<file path="src/sv/owm_pkg.sv">
`timescale 1ns / 1ps
// owm_pkg: shared types, constants and helpers of the one-wire bus master
// no dependencies; used by every module of the block except owm_checker

package owm_pkg;

    // field widths
    localparam int ACTION_W = 3;
    localparam int BYTE_W   = 8;
    localparam int LEN_W    = 10;
    localparam int BITS_W   = 4;

    // slot timer
    localparam int TIMER_W   = 10;
    localparam int TIMER_MAX = (1 << TIMER_W) - 1;
    localparam int SAT_W     = (LEN_W > TIMER_W) ? LEN_W : TIMER_W;

    // fixed timings, in ticks
    localparam int RECOVERY_TICKS       = 410;
    localparam int PRE_RESET_HIGH_TICKS = 5;

    // queue depths
    localparam int CMDQ_DEPTH = 2;
    localparam int CMDQ_PTR_W = $clog2(CMDQ_DEPTH);
    localparam int CMDQ_CNT_W = $clog2(CMDQ_DEPTH + 1);
    localparam int RESQ_DEPTH = 2;
    localparam int RESQ_PTR_W = $clog2(RESQ_DEPTH);
    localparam int RESQ_CNT_W = $clog2(RESQ_DEPTH + 1);

    typedef logic [LEN_W-1:0]   len_t;
    typedef logic [TIMER_W-1:0] timer_t;
    typedef logic [BYTE_W-1:0]  byte_t;
    typedef logic [BITS_W-1:0]  bits_t;

    localparam bits_t BYTE_BITS = bits_t'(BYTE_W);

    typedef enum logic [ACTION_W-1:0] {
        OP_TICK  = 3'd0,
        OP_RESET = 3'd1,
        OP_WBIT  = 3'd2,
        OP_RBIT  = 3'd3,
        OP_WBYTE = 3'd4,
        OP_RBYTE = 3'd5
    } op_t;

    typedef enum logic [2:0] {
        CFG_W1_LOW    = 3'd0,
        CFG_W1_HIGH   = 3'd1,
        CFG_W0_LOW    = 3'd2,
        CFG_W0_HIGH   = 3'd3,
        CFG_RD_SAMPLE = 3'd4,
        CFG_RD_RECOV  = 3'd5,
        CFG_RST_LOW   = 3'd6,
        CFG_PRES_WAIT = 3'd7
    } cfg_idx_t;

    localparam int CFG_NUM = 8;
    localparam int CFG_IDX_W = 3;

    localparam len_t CFG_RESET [CFG_NUM] = '{
        len_t'(6), len_t'(64), len_t'(60), len_t'(10),
        len_t'(9), len_t'(55), len_t'(480), len_t'(70)
    };

    typedef enum logic [3:0] {
        PH_IDLE       = 4'd0,
        PH_PRE_HIGH   = 4'd1,
        PH_RST_LOW    = 4'd2,
        PH_RST_REL    = 4'd3,
        PH_RST_RECOV  = 4'd4,
        PH_SLOT_LOW   = 4'd5,
        PH_SLOT_HIGH  = 4'd6,
        PH_READ_RECOV = 4'd7
    } phase_t;

    typedef enum logic {
        ENG_RUN    = 1'b0,
        ENG_SETTLE = 1'b1
    } eng_mode_t;

    // one classified transaction waiting for the engine
    typedef struct packed {
        op_t   op;
        byte_t data;
        logic  level;
    } cmd_t;

    // one result transaction
    typedef struct packed {
        logic  drive_enable;
        logic  drive_value;
        logic  busy;
        logic  done;
        byte_t read_data;
        logic  presence;
        logic  rejected;
    } res_t;

    function automatic timer_t sat_len(input logic [SAT_W-1:0] len);
        if (len > SAT_W'(TIMER_MAX))
            return timer_t'(TIMER_MAX);
        else
            return timer_t'(len);
    endfunction

    function automatic logic is_read(input op_t op);
        return (op == OP_RBIT) || (op == OP_RBYTE);
    endfunction

endpackage

</file>
<file path="src/sv/owm_front.sv">
`timescale 1ns / 1ps
// owm_front: takes input transactions, classifies the action and queues them
// depends on owm_pkg

module owm_front
(
    input  logic                 clk,
    input  logic                 rst_n,
    input  logic                 push,
    output logic                 full,
    input  logic [2:0]           action,
    input  logic [7:0]           data_byte,
    input  logic                 bus_level,
    output logic                 cmd_valid,
    output owm_pkg::cmd_t        cmd,
    input  logic                 cmd_pop
);

    owm_pkg::cmd_t                      q_mem [owm_pkg::CMDQ_DEPTH];
    logic [owm_pkg::CMDQ_PTR_W-1:0]     wr_ptr_reg, wr_ptr_next;
    logic [owm_pkg::CMDQ_PTR_W-1:0]     rd_ptr_reg, rd_ptr_next;
    logic [owm_pkg::CMDQ_CNT_W-1:0]     cnt_reg, cnt_next;
    owm_pkg::op_t                       op_class;
    logic                               do_push;
    logic                               do_pop;

    // unknown actions count as plain ticks
    always_comb
    begin
        case (action)
            owm_pkg::OP_RESET: op_class = owm_pkg::OP_RESET;
            owm_pkg::OP_WBIT:  op_class = owm_pkg::OP_WBIT;
            owm_pkg::OP_RBIT:  op_class = owm_pkg::OP_RBIT;
            owm_pkg::OP_WBYTE: op_class = owm_pkg::OP_WBYTE;
            owm_pkg::OP_RBYTE: op_class = owm_pkg::OP_RBYTE;
            default:           op_class = owm_pkg::OP_TICK;
        endcase
    end

    assign full      = (cnt_reg == owm_pkg::CMDQ_CNT_W'(owm_pkg::CMDQ_DEPTH));
    assign cmd_valid = (cnt_reg != '0);
    assign cmd       = q_mem[rd_ptr_reg];
    assign do_push   = push && !full;
    assign do_pop    = cmd_pop && cmd_valid;

    always_comb
    begin
        wr_ptr_next = wr_ptr_reg;
        rd_ptr_next = rd_ptr_reg;
        cnt_next    = cnt_reg;
        if (do_push)
        begin
            if (wr_ptr_reg == owm_pkg::CMDQ_PTR_W'(owm_pkg::CMDQ_DEPTH - 1))
                wr_ptr_next = '0;
            else
                wr_ptr_next = wr_ptr_reg + 1'b1;
        end
        if (do_pop)
        begin
            if (rd_ptr_reg == owm_pkg::CMDQ_PTR_W'(owm_pkg::CMDQ_DEPTH - 1))
                rd_ptr_next = '0;
            else
                rd_ptr_next = rd_ptr_reg + 1'b1;
        end
        if (do_push && !do_pop)
            cnt_next = cnt_reg + 1'b1;
        else if (do_pop && !do_push)
            cnt_next = cnt_reg - 1'b1;
    end

    always_ff @(posedge clk or negedge rst_n)
    begin
        if (!rst_n)
        begin
            wr_ptr_reg <= '0;
            rd_ptr_reg <= '0;
            cnt_reg    <= '0;
        end
        else
        begin
            wr_ptr_reg <= wr_ptr_next;
            rd_ptr_reg <= rd_ptr_next;
            cnt_reg    <= cnt_next;
        end
    end

    always_ff @(posedge clk)
    begin
        if (do_push)
        begin
            q_mem[wr_ptr_reg].op    <= op_class;
            q_mem[wr_ptr_reg].data  <= data_byte;
            q_mem[wr_ptr_reg].level <= bus_level;
        end
    end

endmodule

</file>
<file path="src/sv/owm_engine.sv">
`timescale 1ns / 1ps
// owm_engine: bus sequencer with slot timer, shift register and config registers
// depends on owm_pkg

module owm_engine
(
    input  logic                          clk,
    input  logic                          rst_n,
    input  logic                          cfg_we,
    input  logic [owm_pkg::CFG_IDX_W-1:0] cfg_index,
    input  logic [owm_pkg::LEN_W-1:0]     cfg_data,
    input  logic                          cmd_valid,
    input  owm_pkg::cmd_t                 cmd,
    output logic                          cmd_pop,
    input  logic                          res_full,
    output logic                          res_push,
    output owm_pkg::res_t                 res
);

    owm_pkg::len_t       cfg_reg [owm_pkg::CFG_NUM];
    owm_pkg::eng_mode_t  mode_reg, mode_next;
    owm_pkg::phase_t     phase_reg, phase_next;
    owm_pkg::timer_t     cnt_reg, cnt_next;
    owm_pkg::byte_t      shift_reg, shift_next;
    owm_pkg::bits_t      bits_reg, bits_next;
    logic                pres_reg, pres_next;
    owm_pkg::op_t        op_reg, op_next;
    owm_pkg::byte_t      rdata_reg, rdata_next;
    logic                lvl_reg, lvl_next;
    logic                done_reg, done_next;
    logic                rej_reg, rej_next;
    logic                step_bit;

    function automatic owm_pkg::timer_t slot_low_len(input owm_pkg::op_t op,
                                                     input logic bit0,
                                                     input owm_pkg::len_t one_len,
                                                     input owm_pkg::len_t zero_len);
        if (owm_pkg::is_read(op) || bit0)
            return owm_pkg::sat_len(owm_pkg::SAT_W'(one_len));
        else
            return owm_pkg::sat_len(owm_pkg::SAT_W'(zero_len));
    endfunction

    always_comb
    begin
        mode_next  = mode_reg;
        phase_next = phase_reg;
        cnt_next   = cnt_reg;
        shift_next = shift_reg;
        bits_next  = bits_reg;
        pres_next  = pres_reg;
        op_next    = op_reg;
        rdata_next = rdata_reg;
        lvl_next   = lvl_reg;
        done_next  = done_reg;
        rej_next   = rej_reg;
        step_bit   = 1'b0;
        cmd_pop    = 1'b0;
        res_push   = 1'b0;

        case (mode_reg)
            owm_pkg::ENG_RUN:
            begin
                if (cmd_valid && !res_full)
                begin
                    cmd_pop   = 1'b1;
                    lvl_next  = cmd.level;
                    done_next = 1'b0;
                    rej_next  = 1'b0;
                    if (phase_reg != owm_pkg::PH_IDLE)
                    begin
                        // busy: the command is dropped, the tick still counts
                        rej_next = (cmd.op != owm_pkg::OP_TICK);
                        if (cnt_reg != '0)
                            cnt_next = cnt_reg - 1'b1;
                    end
                    else if (cmd.op != owm_pkg::OP_TICK)
                    begin
                        op_next = cmd.op;
                        case (cmd.op)
                            owm_pkg::OP_RESET:
                            begin
                                phase_next = owm_pkg::PH_PRE_HIGH;
                            end
                            owm_pkg::OP_WBIT:
                            begin
                                shift_next = {{(owm_pkg::BYTE_W-1){1'b0}}, cmd.data[0]};
                                bits_next  = owm_pkg::bits_t'(1);
                            end
                            owm_pkg::OP_RBIT:
                            begin
                                shift_next = '0;
                                bits_next  = owm_pkg::bits_t'(1);
                            end
                            owm_pkg::OP_WBYTE:
                            begin
                                shift_next = cmd.data;
                                bits_next  = owm_pkg::BYTE_BITS;
                            end
                            default:
                            begin
                                shift_next = '0;
                                bits_next  = owm_pkg::BYTE_BITS;
                            end
                        endcase
                        if (cmd.op == owm_pkg::OP_RESET)
                            cnt_next = owm_pkg::sat_len(
                                owm_pkg::SAT_W'(owm_pkg::PRE_RESET_HIGH_TICKS));
                        else
                        begin
                            phase_next = owm_pkg::PH_SLOT_LOW;
                            cnt_next   = slot_low_len(cmd.op, shift_next[0],
                                                      cfg_reg[owm_pkg::CFG_W1_LOW],
                                                      cfg_reg[owm_pkg::CFG_W0_LOW]);
                        end
                    end
                    // expired phase: walk the zero-length phases one per cycle while the result queue has room
                    if ((phase_next != owm_pkg::PH_IDLE) && (cnt_next == '0))
                        mode_next = owm_pkg::ENG_SETTLE;
                    else
                        res_push = 1'b1;
                end
            end
            owm_pkg::ENG_SETTLE:
            begin
                if (!res_full)
                begin
                    case (phase_reg)
                        owm_pkg::PH_PRE_HIGH:
                        begin
                            phase_next = owm_pkg::PH_RST_LOW;
                            cnt_next   = owm_pkg::sat_len(
                                owm_pkg::SAT_W'(cfg_reg[owm_pkg::CFG_RST_LOW]));
                        end
                        owm_pkg::PH_RST_LOW:
                        begin
                            phase_next = owm_pkg::PH_RST_REL;
                            cnt_next   = owm_pkg::sat_len(
                                owm_pkg::SAT_W'(cfg_reg[owm_pkg::CFG_PRES_WAIT]));
                        end
                        owm_pkg::PH_RST_REL:
                        begin
                            // a device answers by holding the line low
                            pres_next  = !lvl_reg;
                            phase_next = owm_pkg::PH_RST_RECOV;
                            cnt_next   = owm_pkg::sat_len(
                                owm_pkg::SAT_W'(owm_pkg::RECOVERY_TICKS));
                        end
                        owm_pkg::PH_RST_RECOV:
                        begin
                            phase_next = owm_pkg::PH_IDLE;
                            cnt_next   = '0;
                            done_next  = 1'b1;
                        end
                        owm_pkg::PH_SLOT_LOW:
                        begin
                            phase_next = owm_pkg::PH_SLOT_HIGH;
                            if (owm_pkg::is_read(op_reg))
                                cnt_next = owm_pkg::sat_len(
                                    owm_pkg::SAT_W'(cfg_reg[owm_pkg::CFG_RD_SAMPLE]));
                            else if (shift_reg[0])
                                cnt_next = owm_pkg::sat_len(
                                    owm_pkg::SAT_W'(cfg_reg[owm_pkg::CFG_W1_HIGH]));
                            else
                                cnt_next = owm_pkg::sat_len(
                                    owm_pkg::SAT_W'(cfg_reg[owm_pkg::CFG_W0_HIGH]));
                        end
                        owm_pkg::PH_SLOT_HIGH:
                        begin
                            if (owm_pkg::is_read(op_reg))
                            begin
                                shift_next = {lvl_reg, shift_reg[owm_pkg::BYTE_W-1:1]};
                                phase_next = owm_pkg::PH_READ_RECOV;
                                cnt_next   = owm_pkg::sat_len(
                                    owm_pkg::SAT_W'(cfg_reg[owm_pkg::CFG_RD_RECOV]));
                            end
                            else
                            begin
                                shift_next = {1'b0, shift_reg[owm_pkg::BYTE_W-1:1]};
                                step_bit   = 1'b1;
                            end
                        end
                        owm_pkg::PH_READ_RECOV:
                        begin
                            step_bit = 1'b1;
                        end
                        default:
                        begin
                            phase_next = owm_pkg::PH_IDLE;
                            cnt_next   = '0;
                        end
                    endcase

                    if (step_bit)
                    begin
                        bits_next = bits_reg - 1'b1;
                        if (bits_next != '0)
                        begin
                            phase_next = owm_pkg::PH_SLOT_LOW;
                            cnt_next   = slot_low_len(op_reg, shift_next[0],
                                                      cfg_reg[owm_pkg::CFG_W1_LOW],
                                                      cfg_reg[owm_pkg::CFG_W0_LOW]);
                        end
                        else
                        begin
                            if (op_reg == owm_pkg::OP_RBIT)
                                rdata_next = {{(owm_pkg::BYTE_W-1){1'b0}},
                                              shift_next[owm_pkg::BYTE_W-1]};
                            else if (op_reg == owm_pkg::OP_RBYTE)
                                rdata_next = shift_next;
                            phase_next = owm_pkg::PH_IDLE;
                            cnt_next   = '0;
                            done_next  = 1'b1;
                        end
                    end

                    if (!((phase_next != owm_pkg::PH_IDLE) && (cnt_next == '0)))
                    begin
                        res_push  = 1'b1;
                        mode_next = owm_pkg::ENG_RUN;
                    end
                end
            end
            default:
            begin
                mode_next = owm_pkg::ENG_RUN;
            end
        endcase
    end

    // result reflects the state after the transaction
    always_comb
    begin
        case (phase_next)
            owm_pkg::PH_PRE_HIGH, owm_pkg::PH_RST_REL, owm_pkg::PH_SLOT_HIGH:
            begin
                res.drive_enable = 1'b1;
                res.drive_value  = 1'b1;
            end
            owm_pkg::PH_RST_LOW, owm_pkg::PH_SLOT_LOW:
            begin
                res.drive_enable = 1'b1;
                res.drive_value  = 1'b0;
            end
            default:
            begin
                res.drive_enable = 1'b0;
                res.drive_value  = 1'b1;
            end
        endcase
        res.busy      = (phase_next != owm_pkg::PH_IDLE);
        res.done      = done_next;
        res.read_data = rdata_next;
        res.presence  = pres_next;
        res.rejected  = rej_next;
    end

    always_ff @(posedge clk or negedge rst_n)
    begin
        if (!rst_n)
        begin
            mode_reg  <= owm_pkg::ENG_RUN;
            phase_reg <= owm_pkg::PH_IDLE;
            cnt_reg   <= '0;
            shift_reg <= '0;
            bits_reg  <= '0;
            pres_reg  <= 1'b0;
            op_reg    <= owm_pkg::OP_TICK;
            rdata_reg <= '0;
            lvl_reg   <= 1'b0;
            done_reg  <= 1'b0;
            rej_reg   <= 1'b0;
        end
        else
        begin
            mode_reg  <= mode_next;
            phase_reg <= phase_next;
            cnt_reg   <= cnt_next;
            shift_reg <= shift_next;
            bits_reg  <= bits_next;
            pres_reg  <= pres_next;
            op_reg    <= op_next;
            rdata_reg <= rdata_next;
            lvl_reg   <= lvl_next;
            done_reg  <= done_next;
            rej_reg   <= rej_next;
        end
    end

    always_ff @(posedge clk or negedge rst_n)
    begin
        if (!rst_n)
        begin
            for (int i = 0; i < owm_pkg::CFG_NUM; i++)
                cfg_reg[i] <= owm_pkg::CFG_RESET[i];
        end
        else if (cfg_we)
        begin
            cfg_reg[cfg_index] <= cfg_data;
        end
    end

endmodule

</file>
<file path="src/sv/owm_resq.sv">
`timescale 1ns / 1ps
// owm_resq: short result queue between the engine and the result ports
// depends on owm_pkg

module owm_resq
(
    input  logic           clk,
    input  logic           rst_n,
    input  logic           res_push,
    input  owm_pkg::res_t  res_in,
    output logic           res_full,
    input  logic           pop,
    output logic           empty,
    output owm_pkg::res_t  res_out
);

    owm_pkg::res_t                      q_mem [owm_pkg::RESQ_DEPTH];
    logic [owm_pkg::RESQ_PTR_W-1:0]     wr_ptr_reg, wr_ptr_next;
    logic [owm_pkg::RESQ_PTR_W-1:0]     rd_ptr_reg, rd_ptr_next;
    logic [owm_pkg::RESQ_CNT_W-1:0]     cnt_reg, cnt_next;
    logic                               do_push;
    logic                               do_pop;

    assign res_full = (cnt_reg == owm_pkg::RESQ_CNT_W'(owm_pkg::RESQ_DEPTH));
    assign empty    = (cnt_reg == '0);
    assign res_out  = q_mem[rd_ptr_reg];
    assign do_push  = res_push && !res_full;
    assign do_pop   = pop && !empty;

    always_comb
    begin
        wr_ptr_next = wr_ptr_reg;
        rd_ptr_next = rd_ptr_reg;
        cnt_next    = cnt_reg;
        if (do_push)
        begin
            if (wr_ptr_reg == owm_pkg::RESQ_PTR_W'(owm_pkg::RESQ_DEPTH - 1))
                wr_ptr_next = '0;
            else
                wr_ptr_next = wr_ptr_reg + 1'b1;
        end
        if (do_pop)
        begin
            if (rd_ptr_reg == owm_pkg::RESQ_PTR_W'(owm_pkg::RESQ_DEPTH - 1))
                rd_ptr_next = '0;
            else
                rd_ptr_next = rd_ptr_reg + 1'b1;
        end
        if (do_push && !do_pop)
            cnt_next = cnt_reg + 1'b1;
        else if (do_pop && !do_push)
            cnt_next = cnt_reg - 1'b1;
    end

    always_ff @(posedge clk or negedge rst_n)
    begin
        if (!rst_n)
        begin
            wr_ptr_reg <= '0;
            rd_ptr_reg <= '0;
            cnt_reg    <= '0;
        end
        else
        begin
            wr_ptr_reg <= wr_ptr_next;
            rd_ptr_reg <= rd_ptr_next;
            cnt_reg    <= cnt_next;
        end
    end

    always_ff @(posedge clk)
    begin
        if (do_push)
            q_mem[wr_ptr_reg] <= res_in;
    end

endmodule

</file>
<file path="src/sv/one_wire_bus_master_unit.sv">
`timescale 1ns / 1ps
// one_wire_bus_master_unit: top level of the one-wire bus master
// depends on owm_pkg, owm_front, owm_engine, owm_resq
//
// channel   | handshake              | payload
// ----------+------------------------+---------------------------------------------
// input     | push / full            | action, data_byte, bus_level
// result    | empty / pop            | drive_enable, drive_value, busy_res, done_res,
//           |                        | read_data, presence, command_rejected
// config    | cfg_we                 | cfg_index, cfg_data
//
// one transaction a cycle while the result queue has room and no expired phase is
// walked; a result reaches the ports via the command queue and the result queue
// a transaction that ends a phase has the engine walk every expired phase it passes
// before the next is taken (up to 24 phases for a read byte with all timings zero)
// rst_n clears the queues, the sequencer and loads the default timings
// full and empty stall each side on its own; the two queues decouple the engine

module one_wire_bus_master_unit
(
    input  logic       clk,
    input  logic       rst_n,
    input  logic       push,
    output logic       full,
    input  logic [2:0] action,
    input  logic [7:0] data_byte,
    input  logic       bus_level,
    input  logic       cfg_we,
    input  logic [2:0] cfg_index,
    input  logic [9:0] cfg_data,
    output logic       empty,
    input  logic       pop,
    output logic       drive_enable,
    output logic       drive_value,
    output logic       busy_res,
    output logic       done_res,
    output logic [7:0] read_data,
    output logic       presence,
    output logic       command_rejected
);

    logic           cmd_valid;
    owm_pkg::cmd_t  cmd;
    logic           cmd_pop;
    logic           res_full;
    logic           res_push;
    owm_pkg::res_t  res_in;
    owm_pkg::res_t  res_out;

    owm_front u_front
    (
        .clk       (clk),
        .rst_n     (rst_n),
        .push      (push),
        .full      (full),
        .action    (action),
        .data_byte (data_byte),
        .bus_level (bus_level),
        .cmd_valid (cmd_valid),
        .cmd       (cmd),
        .cmd_pop   (cmd_pop)
    );

    owm_engine u_engine
    (
        .clk       (clk),
        .rst_n     (rst_n),
        .cfg_we    (cfg_we),
        .cfg_index (cfg_index),
        .cfg_data  (cfg_data),
        .cmd_valid (cmd_valid),
        .cmd       (cmd),
        .cmd_pop   (cmd_pop),
        .res_full  (res_full),
        .res_push  (res_push),
        .res       (res_in)
    );

    owm_resq u_resq
    (
        .clk      (clk),
        .rst_n    (rst_n),
        .res_push (res_push),
        .res_in   (res_in),
        .res_full (res_full),
        .pop      (pop),
        .empty    (empty),
        .res_out  (res_out)
    );

    assign drive_enable     = res_out.drive_enable;
    assign drive_value      = res_out.drive_value;
    assign busy_res         = res_out.busy;
    assign done_res         = res_out.done;
    assign read_data        = res_out.read_data;
    assign presence         = res_out.presence;
    assign command_rejected = res_out.rejected;

endmodule

</file>
<file path="config.mk">
export PLATFORM = sky130hd
export DESIGN_NAME = one_wire_bus_master_unit
export DESIGN_NICKNAME = d
export VERILOG_FILES = /design/src/sv/owm_pkg.sv /design/src/sv/owm_front.sv /design/src/sv/owm_engine.sv /design/src/sv/owm_resq.sv /design/src/sv/one_wire_bus_master_unit.sv
export SDC_FILE = /design/constraint.sdc
export NUM_CORES = 1
export LEC_CHECK = 0
export ABC_AREA = 0
export BUFFER_PORTS_ARGS = -buffer_cell sky130_fd_sc_hd__buf_2
export CAP_MARGIN = 15
export CORE_ASPECT_RATIO = 0.8
export CORE_UTILIZATION = 41
export CTS_BUF_LIST = sky130_fd_sc_hd__clkbuf_4 sky130_fd_sc_hd__clkbuf_8
export CTS_CLUSTER_SIZE = 14
export DETAILED_ROUTE_END_ITERATION = 7
export PLACE_DENSITY = 0.61
export RECOVER_POWER = 25
export SLEW_MARGIN = 40
export SYNTH_ARGS = -nofsm -noshare
export SYNTH_HDL_FRONTEND = slang
export SYNTH_HIERARCHICAL = 1
export SYNTH_SLANG_ARGS = --single-unit
</file>
<file path="constraint.sdc">
create_clock -name clk -period 3.86 [get_ports clk]
set_clock_uncertainty 0.15 [all_clocks]
set_input_delay 0.579 -clock clk [delete_from_list [all_inputs] [get_ports clk]]
set_output_delay 0.579 -clock clk [all_outputs]
set_load 0.01 [all_outputs]
</file>
==> summary.md <==
| Metric | Value |
|---|---|
| Launch point of the worst reg-to-reg path | `u_engine/bits_reg[0]$_DFFE_PN0P_` |
| FF-to-FF setup slack | `150 ps` |
| Post-Syn Nets | `786` |
| Largest net degree at the start of global routing | `85` |
| Post-synth EDFFs | `52` |
| ANT nets after route | `0` |
| Final setup TNS | `0 ps` |
| FF-to-FF End | `u_resq/q_mem[0][1]$_DFFE_PP_` |
| ANT cells | `0` |
| Min-Delay Path Class | `in2reg` |
| Critical path type | `reg2reg` |
| Clk sinks | `182` |
| Net switching power | `3.387 mW` |
| Slew @ Worst Pin | `785.3 ps` |
| Hold depth | `1` |
| CTS tree | `done` |
| CTS buffer count | `17` |
| Post-DP HPWL | `15.56 mm` |
| Clk network pwr share | `0.169` |
| Initial core utilization | `0.4235` |
| Vias in the first global route | `6153` |
| Tot Pwr | `8.529 mW` |
| Footprint of the multi-input gates | `3892 sq um` |
| Max reg flops | `80` |
| Max cap viols | `0` |
| Clock transition at path regs | `90 ps` |
| Routed WL | `21.18 mm` |
| Hold_sp | `data_byte[1]` |
| Post-synthesis cell count | `751` |
| Critical-path cell list | `or4_1 -> and4_1 -> or4_4 -> o221ai_2 -> nor4_2 -> a31oi_1 -> o21bai_1 -> nand2_1 -> buf_4 -> nor2_1 -> buf_4` |
| Clock buffer depth | `2` |
| Vias | `6127` |
| I/O Buffers | `45` |
| Filler Cell Count | `1864` |
| First-pass GRT wire length | `33.82 mm` |
| Critical Path AT | `3720 ps` |
| Total global routing overflow | `0` |
| Row count | `47` |
| Asr flop ratio synth | `0.7143` |
| Die ar. | `22280 sq um` |
| Maximum clock frequency | `269.2 MHz` |
| Post-layout min period | `3715 ps` |
| Yosys warns | `6` |
| Gpl congestion | `0.8918` |
| Worst setup EP type | `register` |
| WHS Endpoint | `u_front/q_mem[0][2]$_DFFE_PP_` |
| Sw frac | `0.3971` |
| Layout cells sized above 1 | `0.3261` |
| CTS Root Cell | `clkbuf_8` |
| H-tree levels | `4` |
| P_leak | `4.156 nW` |
| Status | `complete, no violations` |
| FF+latch count, synth | `182` |
| Crit-path most repeated cell | `buf_4` |
| Avg Vias per Cell | `5.601` |
| PD cells | `845.9 nW/um^2` |
| Drt first pass iters | `5` |
| DRC viols | `0` |
| Top FF cell, synth | `dfrtp_1` |
| Initial antenna violation count | `1` |
| CP required | `3870 ps` |
| Initial drt markers | `499` |
| Reg2Reg Depth | `11` |
| Synthesized area | `8891 sq um` |
| Skew-Pair Late Insertion Delay | `460 ps` |
| Max FO, Critical Path | `14` |
| Final-report setup violation count | `0` |
| Sequential element share of the synthesized area | `0.5448` |
| FF/Latch Area | `4846 sq um` |
| Startpoint types | `register` |
| Die H | `133.7 um` |
| Net count, final | `847` |
| Total GRT Usage | `0.1978` |
| Cell variety after synth | `75` |
| Core area | `20990 sq um` |
| Worst relative slew slack | `0.4720` |
| Die W | `166.6 um` |
| Slew Limit Fails | `0` |
| Slowest stage delay, CP | `650 ps` |
| Fin crit share | `0.9624` |
| Num ports | `46` |
| Hold_ws | `166.3 ps` |
| P_int | `5.142 mW` |
| Comb power frac | `0.462` |
| Worst VDD drop | `341.0 uV` |
| Hold Vio Cnt, Final | `0` |
| Slowest-stage cell, CP | `or4_4` |
| Routed len/inst | `19.36 um` |
| Synth Area per Inst | `11.84 sq um` |
| Seq pwr share | `0.369` |
| Area growth from synthesis to layout | `13.41%` |
## cell type report
cell class | count | share of cell area
repair buffers | 81 | 0.04839
well taps | 269 | 0.03338
clock inverters | 12 | 0.01886
multi-input cells | 512 | 0.3860
clock buffers | 20 | 0.02606
flip-flops and latches | 182 | 0.4806
inverters | 18 | 0.006701
## worst max path at each step
| stage | start | endpoint | slack [ps] | depth (start not counted) |
|---|---|---|---|---|
| 6_report | u_engine/bits_reg[0]$_DFFE_PN0P_ | u_resq/q_mem[0][1]$_DFFE_PP_ | 150 | 11 |
| 5_1_grt | u_engine/bits_reg[0]$_DFFE_PN0P_ | u_resq/q_mem[0][1]$_DFFE_PP_ | -20 | 11 |
| 4_1_cts | u_front/rd_ptr_reg$_DFFE_PN0P_ | u_resq/cnt_reg[1]$_DFFE_PN0P_ | 5 | 16 |
| 3_5_place_dp | u_front/rd_ptr_reg$_DFFE_PN0P_ | u_resq/cnt_reg[1]$_DFFE_PN0P_ | 40 | 16 |
| 3_3_place_gp | u_front/rd_ptr_reg$_DFFE_PN0P_ | u_resq/cnt_reg[1]$_DFFE_PN0P_ | 190 | 15 |
| 2_1_floorplan | u_front/rd_ptr_reg$_DFFE_PN0P_ | u_resq/cnt_reg[1]$_DFFE_PN0P_ | 90 | 17 |
## power groups by stage
stage                     clock network [mW]  registers (mW)  logic, mW
after floorplan                            0            2.97       2.74
after detailed placement                   0            3.17       3.71
after global routing                    1.56            3.22       4.31
after CTS                               1.48            3.14       3.72
final                                   1.44            3.14       3.94
after global placement                     0            3.14       3.67
## cell usage in the layout (no fill, tap or decap), types with 6 or more instances in the layout
cell type  instances
o21ai_0           40
inv_1             17
buf_2             33
nor3_1             9
nand2b_1           7
buf_4             32
a21oi_1           37
nand3_1            7
clkbuf_8          18
o21ai_1           19
mux2_2           100
edfxtp_1          52
o221ai_2           9
nor2b_1            7
mux2_4             9
and3_1             9
clkbuf_1          14
xnor2_1            7
a22oi_1           11
nor2_1            41
dfrtp_1          105
nand2_1           64
dfstp_2           23
mux2i_1           35
o31ai_1            6
## cells by family (layout without fill, tap and decap cells)
kind of cell             Yosys count  in the layout  synth area share
AO/OA/AOI/OAI                    159            159            0.1133
AND/OR/NAND/NOR                  191            191            0.1105
buffers and inverters             57            131           0.03026
multiplexers                     145            145            0.1824
XOR/XNOR                          12             12           0.01182
adder cells (fa/ha/maj)            5              5          0.007036
flip-flops                       182            182            0.5448
## per-layer routing
metal  global-route usage  wire length, um
met5                    0               13
met4              0.04321              167
met2               0.3009             9549
met1               0.2856            10570
met3              0.04783              883
## what timing repair did
action / 4_1_cts / 5_1_grt
gates resized for setup: 0 / 22
buffers inserted: 0 / 2
hold buffers: 1 / 0
setup endpoints to repair: 0 / 30
hold endpoints to repair: 43 / 0
## cell usage after synthesis (all sizes together), types with 3 or more instances
library cell	n	area, sq um
nand2b	7	43.79
dfrtp	107	2678
and2	3	20.02
xor2	5	43.79
nor4	5	43.79
o21ai	59	295.3
nand3	7	35.03
xnor2	7	61.31
mux2	109	1261
nand2	68	265.3
or2	3	21.27
o22a	3	26.28
a211oi	5	37.54
clkbuf	24	90.09
ha	5	62.56
a21oi	37	185.2
a31oi	4	25.02
edfxtp	52	1562
inv	17	63.81
o221ai	11	96.34
o31ai	6	45.04
nor3	11	60.06
and3	9	56.30
nor2b	7	43.79
dfstp	23	604.3
nor3b	5	37.54
a22oi	11	82.58
nand4b	5	43.79
or4	7	60.06
mux2i	36	360.4
nor2	44	167.7
buf	15	111.4
## critical path, delay by kind of cell, from the launching register on
family | cells | cell delay (ps)
compound gates | 3 | 700
buf+inv | 2 | 390
simple gates | 6 | 1720
flops | 1 | 450
## through the flow
step           area, sq um  std cells  setup slack, ps  utilization
2_1_floorplan         8891        751            95.00            -
3_3_place_gp          9514       1059            185.2       0.4532
3_5_place_dp          9517       1059            44.71       0.4533
4_1_cts               9980       1092            4.771       0.4754
5_1_grt              10080       1094           -22.94       0.4803
6_report             10080       1094            145.3       0.4803
(Power assumes the default switching activity.)
